$ cat config.mk
export PLATFORM = sky130hd
export DESIGN_NAME = ptom_book
export DESIGN_NICKNAME = d
export VERILOG_FILES = /design/src/hdl/ptom_pkg.sv /design/src/hdl/ptom_book.sv
export SDC_FILE = /design/constraint.sdc
export NUM_CORES = 2
export LEC_CHECK = 0
export BUFFER_PORTS_ARGS = -buffer_cell sky130_fd_sc_hd__buf_2
export CAP_MARGIN = 20
export CORE_ASPECT_RATIO = 1.4
export CORE_MARGIN = 2
export CORE_UTILIZATION = 35
export CTS_CLUSTER_DIAMETER = 150
export DETAILED_ROUTE_END_ITERATION = 8
export MAX_ROUTING_LAYER = met4
export PLACE_DENSITY = 0.51
export SYNTH_ARGS = -nofsm -noshare
export SYNTH_HDL_FRONTEND = slang
export SYNTH_SLANG_ARGS = --single-unit
$ cat constraint.sdc
create_clock -name i_clk -period 7.9 [get_ports i_clk]
set_input_delay 0.395 -clock i_clk [delete_from_list [all_inputs] [get_ports i_clk]]
set_output_delay 0.395 -clock i_clk [all_outputs]
set_load 0.005 [all_outputs]
$ cat src/hdl/ptom_pkg.sv
// Package for the price-time order matcher: shared types and codes.
// Used by the interface file and every module of the block.
package ptom_pkg;

    localparam int unsigned PriceW = 32;
    localparam int unsigned QtyW   = 32;
    localparam int unsigned IdW    = 32;

    typedef enum logic [1:0] {
        K_ADD       = 2'd0,
        K_MATCH     = 2'd1,
        K_PEEK_BUY  = 2'd2,
        K_PEEK_SELL = 2'd3
    } t_kind;

    typedef enum logic [1:0] {
        ST_OK    = 2'd0,
        ST_FULL  = 2'd1,
        ST_EMPTY = 2'd2,
        ST_RSVD  = 2'd3
    } t_status;

    typedef struct packed {
        logic [PriceW-1:0] price;
        logic [QtyW-1:0]   qty;
        logic [IdW-1:0]    id;
    } t_entry;

    typedef struct packed {
        logic [1:0]  kind;
        logic        is_buy;
        logic [31:0] price;
        logic [31:0] quantity;
        logic [31:0] order_id;
        logic [3:0]  rank;
    } t_req;

    typedef struct packed {
        logic [1:0]  status;
        logic [31:0] row_price;
        logic [31:0] row_quantity;
        logic [31:0] row_id;
        logic [31:0] trade_total;
    } t_rsp;

    typedef enum logic [2:0] {
        S_IDLE,
        S_SCAN,
        S_SHIFT,
        S_MCHK,
        S_MPOP,
        S_PEEK,
        S_DONE
    } t_state;

    // True when a ranks strictly ahead of b on the given side
    function automatic logic ranks_ahead(input t_entry a, input t_entry b,
                                         input logic buy_side);
        logic r;
        if (a.price != b.price) begin
            r = buy_side ? (a.price > b.price) : (a.price < b.price);
        end else begin
            r = a.id < b.id;
        end
        return r;
    endfunction

endpackage

$ cat src/hdl/ptom_book.sv
// One book held as a shift line of entries, kept sorted by the insert positions the controller gives.
// Depends on ptom_pkg.
module ptom_book import ptom_pkg::*; #(
    parameter int unsigned DEPTH = 16,
    parameter int unsigned CW    = 5,
    parameter int unsigned IW    = 4
) (
    input  logic          i_clk,
    input  logic          i_rst_n,
    input  logic [IW-1:0] i_rd_idx,
    output t_entry        o_rd_data,
    input  logic          i_ins,
    input  logic [IW-1:0] i_ins_pos,
    input  t_entry        i_ins_data,
    input  logic          i_pop,
    input  logic          i_wr_head,
    input  logic [QtyW-1:0] i_head_qty,
    output logic [CW-1:0] o_count
);
    t_entry r_ent [DEPTH];
    logic [CW-1:0] r_count;

    assign o_rd_data = r_ent[i_rd_idx];
    assign o_count   = r_count;

    // Shift entries for insert or pop, or update head quantity
    always_ff @(posedge i_clk) begin
        for (int i = 0; i < DEPTH; i++) begin
            if (i_ins) begin
                if (i == int'(i_ins_pos)) r_ent[i] <= i_ins_data;
                else if (i > int'(i_ins_pos)) r_ent[i] <= r_ent[i-1];
            end else if (i_pop) begin
                if (i < DEPTH - 1) r_ent[i] <= r_ent[i+1];
            end else if (i_wr_head && i == 0) begin
                r_ent[0].qty <= i_head_qty;
            end
        end
    end

    // Track fill count
    always_ff @(posedge i_clk) begin
        if (!i_rst_n) begin
            r_count <= '0;
        end else if (i_ins) begin
            r_count <= r_count + CW'(1);
        end else if (i_pop) begin
            r_count <= r_count - CW'(1);
        end
    end

`ifndef SYNTHESIS
    a_cnt_max: assert property (@(posedge i_clk) disable iff (!i_rst_n)
        r_count <= CW'(DEPTH)) else $error("book count over depth");
    a_no_ovf: assert property (@(posedge i_clk) disable iff (!i_rst_n)
        i_ins |-> r_count < CW'(DEPTH)) else $error("insert into full book");
    a_no_udf: assert property (@(posedge i_clk) disable iff (!i_rst_n)
        i_pop |-> r_count != '0) else $error("pop of empty book");
`endif
endmodule

==> run summary <==
The run finished with clean final reports. The number of buffers added on ports came out at 241. Counting instances, the worst hold path has a depth of 3.

The highest layer touched by signal routing is met4. TritonCTS built the clock tree. Clock period minus final worst setup slack: 3927 ps. For this run, asynchronously set or reset flops after synthesis account for 0%. Number of antenna violations at the first check in global routing: 49. The chip width came out at 427.7 microns.

For this run, the detailed router's first-pass iteration total came to 5. In the routed layout, each cell is associated on average with a via count of 6.073. The endpoint of the lowest-slack register-to-register path is o_count[4]. The most common library cell in the layout ignoring fill and taps was sky130_fd_sc_hd__edfxtp_1.

In this run, distinct cell masters in the synthesized netlist total 48. Dividing the detail-routed wire length by the instance count gives 30.18 microns. The tools report the peak ir drop on the vdd network as 141.5 uV.

In this run the number of cells on the critical path is 8. The floorplan step set the die height to 597.2 microns. The first global-routing pass estimated 462.0 mm of wire. Detailed routing placed a total of 151.5 mm of wire on met2.

The slew of the pin with the lowest slew margin was 1149 ps; the max-capacitance violation count was 0. The path with the worst hold slack has its endpoint at r_ent[0][54]. Entering global routing, the biggest net connects 254 pins.

Post-synth net total: 7,530. The total overflow left after global routing is 0. Clock latency on the worst-skew pair, taken at its later pin, is 840 ps. The top cell family by delay on the critical path was buffers and inverters.

Startpoint of the lowest-slack register-to-register path: o_count[0]. Summed over all cells, the static leakage comes to 36.44 nW. Along the worst path, the maximum fanout reaches 66. The placement-stage cell area is 91,430 sq um. The synthesized instance count is 7,385, and the total length of routed met3 wires is 25.15 mm.

The worst setup path is captured at a flip-flop. The HPWL after detailed placement is 172.8 mm. The number of nets at the end of the flow is 7,343, and the die outline area is 255,400 sq um. Together, buffers and inverters on the worst path number 4.

In this run the remaining antenna-violating nets after routing total 0. After clock tree synthesis, the clock-pin slew on the worst setup and hold paths is 60 ps. Yosys printed 0 warnings. The aggregate negative setup slack was 0 ps. The logs give 96,890 sq um for the post-route standard cell area excluding fillers and 254.6 MHz for the highest attainable clock frequency. In this run, synthesis inferred 1,536 flip-flops with an integrated enable. Across all register-to-register paths, the minimum setup slack is 6300 ps. The core region is 249,800 sq um.

The synthesized design contains 1,541 register bits. The tools report the count of final max-slew check failures as 0. Path type of the worst min-delay path: input pin to flip-flop. After floorplanning, the core was divided into 217 placement rows.

The H-tree generated during clock tree synthesis spans 4 levels. The critical path goes through buf_8, buf_4, nand2b_1, a21oi_4, buf_4, buf_4, mux2i_1, o21ai_0. The library cells used most frequently in the layout, excluding fill and tap cells, are sky130_fd_sc_hd__edfxtp_1 (1,536), sky130_fd_sc_hd__nand2_1 (1,402), sky130_fd_sc_hd__mux2i_1 (1,056).

In the global route stage, overall resource usage came out at 25.20%. The post-synthesis area per instance came out at 11.91 sq um. The routed metal-1 wire length is 135.7 mm. The DRC marker count from the first detailed-route iteration is 7,452.

The dominant synthesized flop cell was sky130_fd_sc_hd__edfxtp_1. The routed design has 320.9 mm of wire. The tools report the number of buffers added by the clock tree synthesis step as 172.

By instance count, the cell type seen most on the critical path is sky130_fd_sc_hd__buf_4. The run gives 0 as the number of remaining DRC errors. For the worst slack on hold paths, the log shows 39.15 ps. The congestion estimate from routability-driven global placement came to 0.7995. The area growth from synthesis to layout is 10.13%. Once the floorplan was initialized, standard cells occupied 35.22% of the core. The run gives 8410 ps as the data required time of the worst path. STA classifies the critical path startpoint as an input pin. The number of global-route vias before repair was 64,090.

The worst path arrival time was 4440 ps. The number of gates resized after CTS was 0. For this run, the register share of the synthesized area comes to 52.54%. The tools report the number of primary I/O pins as 242. In this run the deepest clock path goes through 4 buffers. After layout, the worst path uses 49.71% of the clock period. Setup violations remaining at the end of the flow were counted as 0.

The fraction of the core area covered by cells at the end of the flow came out at 38.79%. The power per unit of standard cell area is 228.9 nW/um^2, and the worst reg2reg path depth is 5. The number of hold-slack violations in the final timing report is 0. The largest individual stage delay along the critical path comes from the cell sky130_fd_sc_hd__buf_4. The worst-case clock skew was 59.88 ps; the delay of the slowest cell on the worst path was 890 ps. The worst pin sits at a relative slew slack of 23.38%. Clock root buffer: sky130_fd_sc_hd__clkbuf_16. Setup repair after global routing left no endpoint under its margin. The routed layout has 64,590 vias. By startpoint and endpoint, the worst setup path is classified as input pin to flip-flop. The tools report the worst hold path startpoint as i_head_qty[22].

The logs give 87,980 sq um for the post-synthesis instance area and 1,541 for the clock sink total. In the final layout, the share of cells above drive strength 1 is 15.01%.
-- cells in the mapped netlist, types with 3 or more instances --
| cell type | instances | share of area (%) |
|---|---|---|
| sky130_fd_sc_hd__o211a_1 | 84 | 0.96 |
| sky130_fd_sc_hd__clkbuf_1 | 350 | 1.5 |
| sky130_fd_sc_hd__inv_1 | 98 | 0.42 |
| sky130_fd_sc_hd__buf_2 | 288 | 1.6 |
| sky130_fd_sc_hd__buf_4 | 30 | 0.26 |
| sky130_fd_sc_hd__dfxtp_1 | 5 | 0.11 |
| sky130_fd_sc_hd__nor2b_1 | 15 | 0.11 |
| sky130_fd_sc_hd__edfxtp_1 | 1536 | 52 |
| sky130_fd_sc_hd__clkbuf_4 | 3 | 0.026 |
| sky130_fd_sc_hd__nor2_1 | 227 | 0.97 |
| sky130_fd_sc_hd__nand3_1 | 5 | 0.028 |
| sky130_fd_sc_hd__a22oi_1 | 288 | 2.5 |
| sky130_fd_sc_hd__o21ai_0 | 893 | 5.1 |
| sky130_fd_sc_hd__ha_1 | 3 | 0.043 |
| sky130_fd_sc_hd__mux2i_1 | 1056 | 12 |
| sky130_fd_sc_hd__a21oi_1 | 101 | 0.57 |
| sky130_fd_sc_hd__a221o_1 | 191 | 2.2 |
| sky130_fd_sc_hd__buf_1 | 42 | 0.18 |
| sky130_fd_sc_hd__mux2_2 | 96 | 1.2 |
| sky130_fd_sc_hd__nand2_1 | 1411 | 6.0 |
| sky130_fd_sc_hd__a31oi_1 | 34 | 0.24 |
| sky130_fd_sc_hd__mux4_2 | 384 | 9.8 |
| sky130_fd_sc_hd__o21ai_1 | 170 | 0.97 |
| sky130_fd_sc_hd__a21o_1 | 4 | 0.034 |
| sky130_fd_sc_hd__a211oi_1 | 12 | 0.10 |
| sky130_fd_sc_hd__buf_6 | 27 | 0.35 |
-- per-layer routing --
metal	up-vias	GRT usage (%)
met2	2875	39.59
met3	476	3.794
met1	33480	34.10
met5	-	-
met4	0	6.460
li1	27750	-
-- report_power, final --
group | switching [mW] | total (mW) | internal [mW]
Clock | 3.54 | 7.90 | 4.36
Combinational | 2.15 | 3.52 | 1.37
Sequential | 0.647 | 10.8 | 10.1
Total | 6.34 | 22.2 | 15.8
-- state kept, by name, indices dropped and copies added (netlist names) --
signal   count
r_ent     1536
o_count      5
-- repair_timing --
item / CTS / global route
hold endpoints to repair: 27 / 0
hold buffers: 23 / 0
buffers inserted: 0 / 0
-- final cells by class --
type	instances	area, sq um
tap	3285	4110
clock inverter	86	653.1
multi-input combinational	5005	38230
fill	24020	152900
antenna	33	82.58
sequential	1541	46220
inverter	99	376.6
timing repair buffer	379	2713
clock buffer	207	4499
-- stage by stage --
stage / instances / setup WS, ps / power, mW
3_5_place_dp: 10290 / 3164 / 14.41
6_report: 10640 / 3973 / 22.18
4_1_cts: 10600 / 4045 / 22.31
5_1_grt: 10630 / 3860 / 22.93
2_1_floorplan: 7385 / 1131 / 13.00
3_3_place_gp: 10290 / 3222 / 14.34
-- how the worst max path moves through the flow --
stage | from | end
final | i_ins | r_ent[5][9]
after global routing | i_ins | r_ent[5][9]
after CTS | i_ins | r_ent[5][9]
after detailed placement | i_ins | r_ent[5][20]
after global placement | i_ins | r_ent[5][20]
after floorplan | i_ins | r_ent[10][0]
-- tightest hold or removal path, delay by kind of cell --
family | cells | cell delay (ps)
compound gates | 1 | 160
simple gates | 1 | 110
buf+inv | 1 | 70
-- kinds of logic (layout without fill, tap and decap cells) --
kind of cell               after synthesis  count (layout)  share of synthesized area [%]
AOI/OAI and AO/OA                     1783            1783                          12.64
xor gates and xnor gates                 2               2                        0.01991
adders and majority gates                4               4                        0.06543
buffers and inverters                  839             771                          4.360
DFF                                   1541            1541                          52.54
muxes                                 1536            1536                          23.07
other                                    0              33                              0
and+or+nand+nor                       1680            1680                          7.296
No activity file was read; power rests on OpenSTA's default activity.
