## src/hdl/ptom_pkg.sv

```systemverilog
// Package for the price-time order matcher: shared types and codes.
// Used by the interface file and every module of the block.
package ptom_pkg;

    localparam int unsigned PriceW = 32;
    localparam int unsigned QtyW   = 32;
    localparam int unsigned IdW    = 32;

    typedef enum logic [1:0] {
        K_ADD       = 2'd0,
        K_MATCH     = 2'd1,
        K_PEEK_BUY  = 2'd2,
        K_PEEK_SELL = 2'd3
    } t_kind;

    typedef enum logic [1:0] {
        ST_OK    = 2'd0,
        ST_FULL  = 2'd1,
        ST_EMPTY = 2'd2,
        ST_RSVD  = 2'd3
    } t_status;

    typedef struct packed {
        logic [PriceW-1:0] price;
        logic [QtyW-1:0]   qty;
        logic [IdW-1:0]    id;
    } t_entry;

    typedef struct packed {
        logic [1:0]  kind;
        logic        is_buy;
        logic [31:0] price;
        logic [31:0] quantity;
        logic [31:0] order_id;
        logic [3:0]  rank;
    } t_req;

    typedef struct packed {
        logic [1:0]  status;
        logic [31:0] row_price;
        logic [31:0] row_quantity;
        logic [31:0] row_id;
        logic [31:0] trade_total;
    } t_rsp;

    typedef enum logic [2:0] {
        S_IDLE,
        S_SCAN,
        S_SHIFT,
        S_MCHK,
        S_MPOP,
        S_PEEK,
        S_DONE
    } t_state;

    // True when a ranks strictly ahead of b on the given side
    function automatic logic ranks_ahead(input t_entry a, input t_entry b,
                                         input logic buy_side);
        logic r;
        if (a.price != b.price) begin
            r = buy_side ? (a.price > b.price) : (a.price < b.price);
        end else begin
            r = a.id < b.id;
        end
        return r;
    endfunction

endpackage

```

## src/hdl/ptom_if.sv

```systemverilog
// Valid/ready channel interfaces for request and response transactions.
// Depends on ptom_pkg.
interface ptom_req_if import ptom_pkg::*; ();
    logic valid;
    logic ready;
    t_req payload;
    modport source (output valid, output payload, input ready);
    modport sink   (input valid, input payload, output ready);
endinterface

interface ptom_rsp_if import ptom_pkg::*; ();
    logic valid;
    logic ready;
    t_rsp payload;
    modport source (output valid, output payload, input ready);
    modport sink   (input valid, input payload, output ready);
endinterface

```

## src/hdl/ptom_ctrl.sv

```systemverilog
// Sequencer: scans a book for insert position, runs match rounds, serves peeks.
// Depends on ptom_pkg; drives two ptom_book instances through the top level.
module ptom_ctrl import ptom_pkg::*; #(
    parameter int unsigned DEPTH = 16,
    parameter int unsigned CW    = 5,
    parameter int unsigned IW    = 4
) (
    input  logic            i_clk,
    input  logic            i_rst_n,
    ptom_req_if.sink        i_req,
    ptom_rsp_if.source      o_rsp,
    output logic [IW-1:0]   o_buy_idx,
    output logic [IW-1:0]   o_sell_idx,
    input  t_entry          i_buy_rd,
    input  t_entry          i_sell_rd,
    input  logic [CW-1:0]   i_buy_cnt,
    input  logic [CW-1:0]   i_sell_cnt,
    output logic            o_buy_ins,
    output logic            o_sell_ins,
    output logic [IW-1:0]   o_ins_pos,
    output t_entry          o_ins_data,
    output logic            o_buy_pop,
    output logic            o_sell_pop,
    output logic            o_buy_wr,
    output logic            o_sell_wr,
    output logic [QtyW-1:0] o_buy_qty,
    output logic [QtyW-1:0] o_sell_qty
);
    t_state r_state, n_state;
    t_req   r_req;
    logic [CW-1:0] r_pos, n_pos;
    logic [31:0] r_trades, n_trades;
    t_rsp r_rsp, n_rsp;
    logic [QtyW-1:0] r_bq, r_sq, n_bq, n_sq;

    logic [CW-1:0] cnt;
    t_entry cur, ins_e;
    logic [QtyW-1:0] t;
    logic is_buy_book;

    assign i_req.ready   = (r_state == S_IDLE);
    assign o_rsp.valid   = (r_state == S_DONE);
    assign o_rsp.payload = r_rsp;

    assign is_buy_book = (r_req.kind == K_PEEK_BUY) ||
                         (r_req.kind == K_ADD && r_req.is_buy);
    assign cnt   = is_buy_book ? i_buy_cnt : i_sell_cnt;
    assign cur   = is_buy_book ? i_buy_rd : i_sell_rd;
    assign ins_e = '{price: r_req.price, qty: r_req.quantity, id: r_req.order_id};

    // Address the books: scan position, peek rank or head
    always_comb begin
        o_buy_idx  = '0;
        o_sell_idx = '0;
        if (r_state == S_SCAN) begin
            o_buy_idx  = r_pos[IW-1:0];
            o_sell_idx = r_pos[IW-1:0];
        end else if (r_state == S_PEEK) begin
            o_buy_idx  = IW'(r_req.rank);
            o_sell_idx = IW'(r_req.rank);
        end
    end

    assign t = (i_buy_rd.qty < i_sell_rd.qty) ? i_buy_rd.qty : i_sell_rd.qty;

    // Next state and book controls
    always_comb begin
        n_state    = r_state;
        n_pos      = r_pos;
        n_trades   = r_trades;
        n_rsp      = r_rsp;
        n_bq       = r_bq;
        n_sq       = r_sq;
        o_buy_ins  = 1'b0;
        o_sell_ins = 1'b0;
        o_ins_pos  = r_pos[IW-1:0];
        o_ins_data = ins_e;
        o_buy_pop  = 1'b0;
        o_sell_pop = 1'b0;
        o_buy_wr   = 1'b0;
        o_sell_wr  = 1'b0;
        o_buy_qty  = r_bq;
        o_sell_qty = r_sq;
        unique case (r_state)
            S_IDLE: begin
                if (i_req.valid) begin
                    n_pos = '0;
                    n_rsp = '0;
                    unique case (t_kind'(i_req.payload.kind))
                        K_ADD:   n_state = S_SCAN;
                        K_MATCH: n_state = S_MCHK;
                        K_PEEK_BUY, K_PEEK_SELL: n_state = S_PEEK;
                        default: n_state = S_IDLE;
                    endcase
                end
            end
            // Walk one entry a cycle until the order ranks ahead or none remain
            S_SCAN: begin
                if (cnt >= CW'(DEPTH)) begin
                    n_rsp.status = ST_FULL;
                    n_state = S_DONE;
                end else if (r_pos < cnt && !ranks_ahead(ins_e, cur, r_req.is_buy)) begin
                    n_pos = r_pos + CW'(1);
                end else begin
                    n_state = S_SHIFT;
                end
            end
            S_SHIFT: begin
                o_buy_ins  = r_req.is_buy;
                o_sell_ins = !r_req.is_buy;
                n_state    = S_DONE;
            end
            // If the heads cross, trade: compute remainders, write heads
            S_MCHK: begin
                if (i_buy_cnt != '0 && i_sell_cnt != '0 &&
                    i_buy_rd.price >= i_sell_rd.price) begin
                    n_trades  = r_trades + 32'd1;
                    n_bq      = i_buy_rd.qty - t;
                    n_sq      = i_sell_rd.qty - t;
                    o_buy_wr  = 1'b1;
                    o_sell_wr = 1'b1;
                    o_buy_qty = n_bq;
                    o_sell_qty = n_sq;
                    n_state   = S_MPOP;
                end else begin
                    n_state = S_DONE;
                end
            end
            // Drop exhausted heads
            S_MPOP: begin
                o_buy_pop  = (r_bq == '0);
                o_sell_pop = (r_sq == '0);
                n_state    = S_MCHK;
            end
            S_PEEK: begin
                if (int'(r_req.rank) < int'(cnt)) begin
                    n_rsp.row_price    = cur.price;
                    n_rsp.row_quantity = cur.qty;
                    n_rsp.row_id       = cur.id;
                end else begin
                    n_rsp.status = ST_EMPTY;
                end
                n_state = S_DONE;
            end
            S_DONE: begin
                if (o_rsp.ready) n_state = S_IDLE;
            end
            default: n_state = S_IDLE;
        endcase
        if (r_state != S_DONE) n_rsp.trade_total = n_trades;
    end

    // Hold state and counters
    always_ff @(posedge i_clk) begin
        if (!i_rst_n) begin
            r_state  <= S_IDLE;
            r_trades <= '0;
        end else begin
            r_state  <= n_state;
            r_trades <= n_trades;
        end
    end

    // Capture request and working data
    always_ff @(posedge i_clk) begin
        if (r_state == S_IDLE && i_req.valid) r_req <= i_req.payload;
        r_pos <= n_pos;
        r_rsp <= n_rsp;
        r_bq  <= n_bq;
        r_sq  <= n_sq;
    end

`ifndef SYNTHESIS
    a_one_ins: assert property (@(posedge i_clk) disable iff (!i_rst_n)
        !(o_buy_ins && o_sell_ins)) else $error("double insert");
    a_trade_step: assert property (@(posedge i_clk) disable iff (!i_rst_n)
        r_state == S_MPOP |-> r_trades == $past(r_trades) + 32'd1)
        else $error("trade count slip");
    a_hold_rsp: assert property (@(posedge i_clk) disable iff (!i_rst_n)
        o_rsp.valid && !o_rsp.ready |=> o_rsp.valid && $stable(r_rsp))
        else $error("response dropped");
`endif
endmodule

```

## src/flat_wrapper.sv

```systemverilog
// flat-port wrapper written by rule: the top's interface ports become plain ports
module ptom_ctrl_flat import ptom_pkg::*;
#(
    parameter int unsigned DEPTH = 16,
    parameter int unsigned CW    = 5,
    parameter int unsigned IW    = 4
)
  (i_clk, i_rst_n, o_buy_idx, o_sell_idx, i_buy_rd, i_sell_rd, i_buy_cnt, i_sell_cnt, o_buy_ins, o_sell_ins, o_ins_pos, o_ins_data, o_buy_pop, o_sell_pop, o_buy_wr, o_sell_wr, o_buy_qty, o_sell_qty, i_req_valid, i_req_payload, i_req_ready, o_rsp_valid, o_rsp_payload, o_rsp_ready);
  ptom_req_if i_req_i ();
  ptom_rsp_if o_rsp_i ();
  input  logic i_clk;
  input  logic i_rst_n;
  output logic [IW-1:0] o_buy_idx;
  output logic [IW-1:0] o_sell_idx;
  input  t_entry i_buy_rd;
  input  t_entry i_sell_rd;
  input  logic [CW-1:0] i_buy_cnt;
  input  logic [CW-1:0] i_sell_cnt;
  output logic o_buy_ins;
  output logic o_sell_ins;
  output logic [IW-1:0] o_ins_pos;
  output t_entry o_ins_data;
  output logic o_buy_pop;
  output logic o_sell_pop;
  output logic o_buy_wr;
  output logic o_sell_wr;
  output logic [QtyW-1:0] o_buy_qty;
  output logic [QtyW-1:0] o_sell_qty;
  input wire logic [$bits(i_req_i.valid)-1:0] i_req_valid;
  input wire logic [$bits(i_req_i.payload)-1:0] i_req_payload;
  output wire logic [$bits(i_req_i.ready)-1:0] i_req_ready;
  output wire logic [$bits(o_rsp_i.valid)-1:0] o_rsp_valid;
  output wire logic [$bits(o_rsp_i.payload)-1:0] o_rsp_payload;
  input wire logic [$bits(o_rsp_i.ready)-1:0] o_rsp_ready;
  assign i_req_i.valid = i_req_valid;
  assign i_req_i.payload = i_req_payload;
  assign i_req_ready = i_req_i.ready;
  assign o_rsp_valid = o_rsp_i.valid;
  assign o_rsp_payload = o_rsp_i.payload;
  assign o_rsp_i.ready = o_rsp_ready;
  ptom_ctrl #(.DEPTH(DEPTH), .CW(CW), .IW(IW)) u_core (.i_clk(i_clk), .i_rst_n(i_rst_n), .i_req(i_req_i), .o_rsp(o_rsp_i), .o_buy_idx(o_buy_idx), .o_sell_idx(o_sell_idx), .i_buy_rd(i_buy_rd), .i_sell_rd(i_sell_rd), .i_buy_cnt(i_buy_cnt), .i_sell_cnt(i_sell_cnt), .o_buy_ins(o_buy_ins), .o_sell_ins(o_sell_ins), .o_ins_pos(o_ins_pos), .o_ins_data(o_ins_data), .o_buy_pop(o_buy_pop), .o_sell_pop(o_sell_pop), .o_buy_wr(o_buy_wr), .o_sell_wr(o_sell_wr), .o_buy_qty(o_buy_qty), .o_sell_qty(o_sell_qty));
endmodule
```

## config.mk

```make
export PLATFORM = sky130hd
export DESIGN_NAME = ptom_ctrl_flat
export DESIGN_NICKNAME = d
export VERILOG_FILES = /design/src/hdl/ptom_pkg.sv /design/src/hdl/ptom_if.sv /design/src/hdl/ptom_ctrl.sv /design/src/flat_wrapper.sv
export SDC_FILE = /design/constraint.sdc
export NUM_CORES = 1
export LEC_CHECK = 0
export BUFFER_PORTS_ARGS = -buffer_cell sky130_fd_sc_hd__buf_2
export CAP_MARGIN = 20
export CORE_AREA = 3 3 248 250
export CTS_CLUSTER_SIZE = 25
export DETAILED_ROUTE_END_ITERATION = 7
export DIE_AREA = 0 0 251 253
export PLACE_DENSITY_LB_ADDON = 0.12
export SLEW_MARGIN = 5
export SYNTH_ARGS = -nofsm -noshare
export SYNTH_HDL_FRONTEND = slang
export SYNTH_SLANG_ARGS = --single-unit
```

## constraint.sdc

```tcl
create_clock -name i_clk -period 4.9 [get_ports i_clk]
set_input_delay 0.245 -clock i_clk [delete_from_list [all_inputs] [get_ports i_clk]]
set_output_delay 0.245 -clock i_clk [all_outputs]
set_load 0.005 [all_outputs]
```

==> run metrics <==
status complete, no violations; clock sinks between 300 and 400; post-synthesis mux area share 0.0361; Seq/Total Area, Yosys 0.438; Peak supply drop between 300 and 400 uV; skew final 23.8 ps; Critical Path RT around 4700 ps; CP Class input port to output port; Fin Hold WS 55.5 ps; Lkg Pwr 14.0 nW; Detail Placement HPWL around 67,000 um; Worst path slowest cell o21ai_0; H-tree depth 2; initial antenna violation count 9; TNS Setup 0 ps; total track usage 0.251; drt drc 0; clock slew at reported path FFs 60 ps; first-pass GRT wire length about 120,000 um; fin worst setup slack 2.19 ps; num rows 89; area share of fa/ha/maj cells after synthesis 0.115; number of I/O pins 619; Mapped Area 0.0208 mm^2; top layer in use met5; vias per inst 5.09; placed insts 3,624; mean routed wirelength per cell ~22 um; DRT antenna net count 0; final WL ~83,000 um; max-slew violations 0; Tmin final 4900 ps; worst slew pin tran ~950 ps; ys flop type edfxtp_1; CTS Root Cell clkbuf_16; post-synth cell types 87; Worst Path Arrival 4650 ps; initial core utilization 0.352; Rel. slew slack 0.365; GR Overflow Total 0; cell family with most CP delay compound AO/OA/AOI/OAI gates; XOR/XNOR Fraction of Synth Area 0.0357; largest net degree at the start of global routing 64; PD cells about 370 mW/mm^2; drt first pass iters 5; final total power 11.0 mW; vias post-DR 19.5k; post-synthesis compound-gate area fraction 0.146; Top cell by count, worst path buf_6; WL met1 33,400 um; pre-CTS WS -866 ps; fraction of layout cells with a size suffix above 1 0.382; max frequency 204 MHz; unrepaired setup endpoints after global routing true; largest family of logic cells by synthesized area simple AND/OR/NAND/NOR gates; area of the core a little under 0.06 mm^2; full die area 0.0635 mm^2; Worst Hold Class input port to register; Avg Cell Area, Syn roughly 10 um^2; PortBufs roughly 620; Fin. Hold Viols 0; Synthesis Warnings 0; Worst Path Max Fanout 6; Worst setup EP type output port; area grow syn2layout 43.7%; maximum root-to-sink buffer count 3; CP max stage delay 470 ps; cts bufs inserted 42; Setup violations, final 0; gate count of the mapped netlist around 2.1k; Die Ht 253 um; Post-synth EDFFs 238; simple-gate share of the synthesized area 0.157; Finished Layout Cells 3,833; initial drt markers about 940; crit path buf inv count 7; post-synth net total 2,618; crit start category input port; met3 wire length about 4100 um; GP Congestion 0.894; final worst-path cycle share 1.00; Max Cap Viol 0; Seq cells post-synth 337; Synth async-reset ratio 0; clk_lat worst skew approximately 570 ps; Chip Width around 250 um; WL met2 42,500 um; Final nets 3,517; CTS tree done; vias in the first global route just under 20k
==> routing by layer <==
metal  vias up  global-route usage
met3       134              0.0403
met5         -                   0
li1       9437                   -
met4         2              0.0918
met1      9350               0.298
met2       600               0.456
==> worst paths after layout <==
kind / start / to / slack (ps) / cells past startpoint
worst min register to register: u_core.r_sq[27] / u_core.r_sq[27] / 460 / 2
worst min-delay path: i_sell_rd[14] / u_core.o_rsp.payload[46] / 60 / 3
worst max register to register: u_core.r_req[100] / u_core.r_pos[0] / 270 / 17
worst max-delay path: i_sell_rd[34] / o_buy_qty[30] / 2 / 27
==> synthesized netlist by cell type, drive strengths merged, types with 50 or more instances <==
| library cell | n | area, um^2 |
|---|---|---|
| edfxtp | 238 | 7150 |
| nand2 | 197 | 742 |
| o21ai | 109 | 553 |
| dfxtp | 99 | 1980 |
| inv | 93 | 349 |
| nand4 | 52 | 332 |
| nor2b | 50 | 313 |
| a21o | 78 | 586 |
| nor2 | 182 | 683 |
| a21oi | 141 | 713 |
| ha | 185 | 2310 |
| mux2i | 73 | 731 |
| clkbuf | 63 | 239 |
| buf | 130 | 900 |
==> worst register-to-register path, stage by stage (launching register included) <==
cell       delay, ps
edfxtp_1         420
o21bai_4         340
buf_12           230
buf_4            300
mux2i_1          320
ha_1             300
a21o_1           190
a21o_1           170
a21o_1           180
a21o_1           180
a21o_1           180
a21o_1           180
a21oi_1          180
nor3_1            70
a2111oi_1        480
buf_4            220
nor4_2            70
or2_2            360
==> cell type report <==
cell class | count | area [um^2]
inverter | 95 | 359
antenna | 5 | 12.5
multi-input combinational | 1499 | 11200
clock buffer | 56 | 1130
clock inverter | 20 | 269
sequential | 337 | 9130
timing repair buffer | 1048 | 6850
fill | 5586 | 29300
tap | 773 | 967
==> state kept, by name (all words and copies together), names as in the netlist <==
| register | count |
|---|---|
| u_core.r_pos | 5 |
| u_core.o_ins_data | 96 |
| u_core.r_bq | 32 |
| u_core.r_req | 7 |
| u_core.r_trades | 32 |
| u_core.o_rsp.payload | 130 |
| u_core.r_state | 3 |
| u_core.r_sq | 32 |
==> kinds of logic after synthesis <==
logic type	after synthesis
AND/OR/NAND/NOR	671
AO/OA/AOI/OAI	474
flip-flops	337
buffers and inverters	288
adder cells (fa/ha/maj)	194
XOR/XNOR	85
multiplexers	75
==> cell usage in the layout (no fill, tap or decap), drive strengths merged, types with 5 or more instances in the layout <==
master / n
diode: 5
nand2: 197
and2: 19
a211oi: 10
bufinv: 6
or2: 7
mux2i: 73
nand3: 36
xor2: 44
clkbuf: 56
a21o: 78
o211ai: 16
inv: 93
nand4: 52
dfxtp: 99
o22ai: 5
o21bai: 8
nand2b: 21
a31oi: 25
o21ai: 109
and3: 24
buf: 943
and4: 11
o31ai: 6
edfxtp: 238
clkinv: 16
xnor2: 41
nor2: 182
a211o: 5
a21oi: 141
a2111oi: 7
nor3: 23
ha: 185
maj3: 9
nor4: 22
dlygate4sd3: 104
nor2b: 50
a22o: 6
o21a: 15
==> metrics by stage <==
step                      instance area [um^2]   util
after global routing                     29900  0.505
after detailed placement                 26100  0.441
final                                    29900  0.505
after CTS                                29200  0.494
after floorplan                          20900      -
after global placement                   26100  0.441
==> power breakdown <==
part | total [mW] | switching (mW) | internal (mW)
clock | 3.21 | 1.27 | 1.94
sequential | 3.85 | 0.255 | 3.59
combinational | 3.94 | 2.17 | 1.77
total | 11.0 | 3.69 | 7.30
==> what timing repair did <==
action | in CTS | in global routing
gates cloned | 2 | 0
endpoints found under the hold margin | 104 | 0
hold buffers | 104 | 0
pin swaps | 40 | 54
setup buffers | 12 | 11
setup endpoints to repair | 43 | 38
resized for setup | 109 | 113
Note: power is estimated with default switching activity, not from simulation.
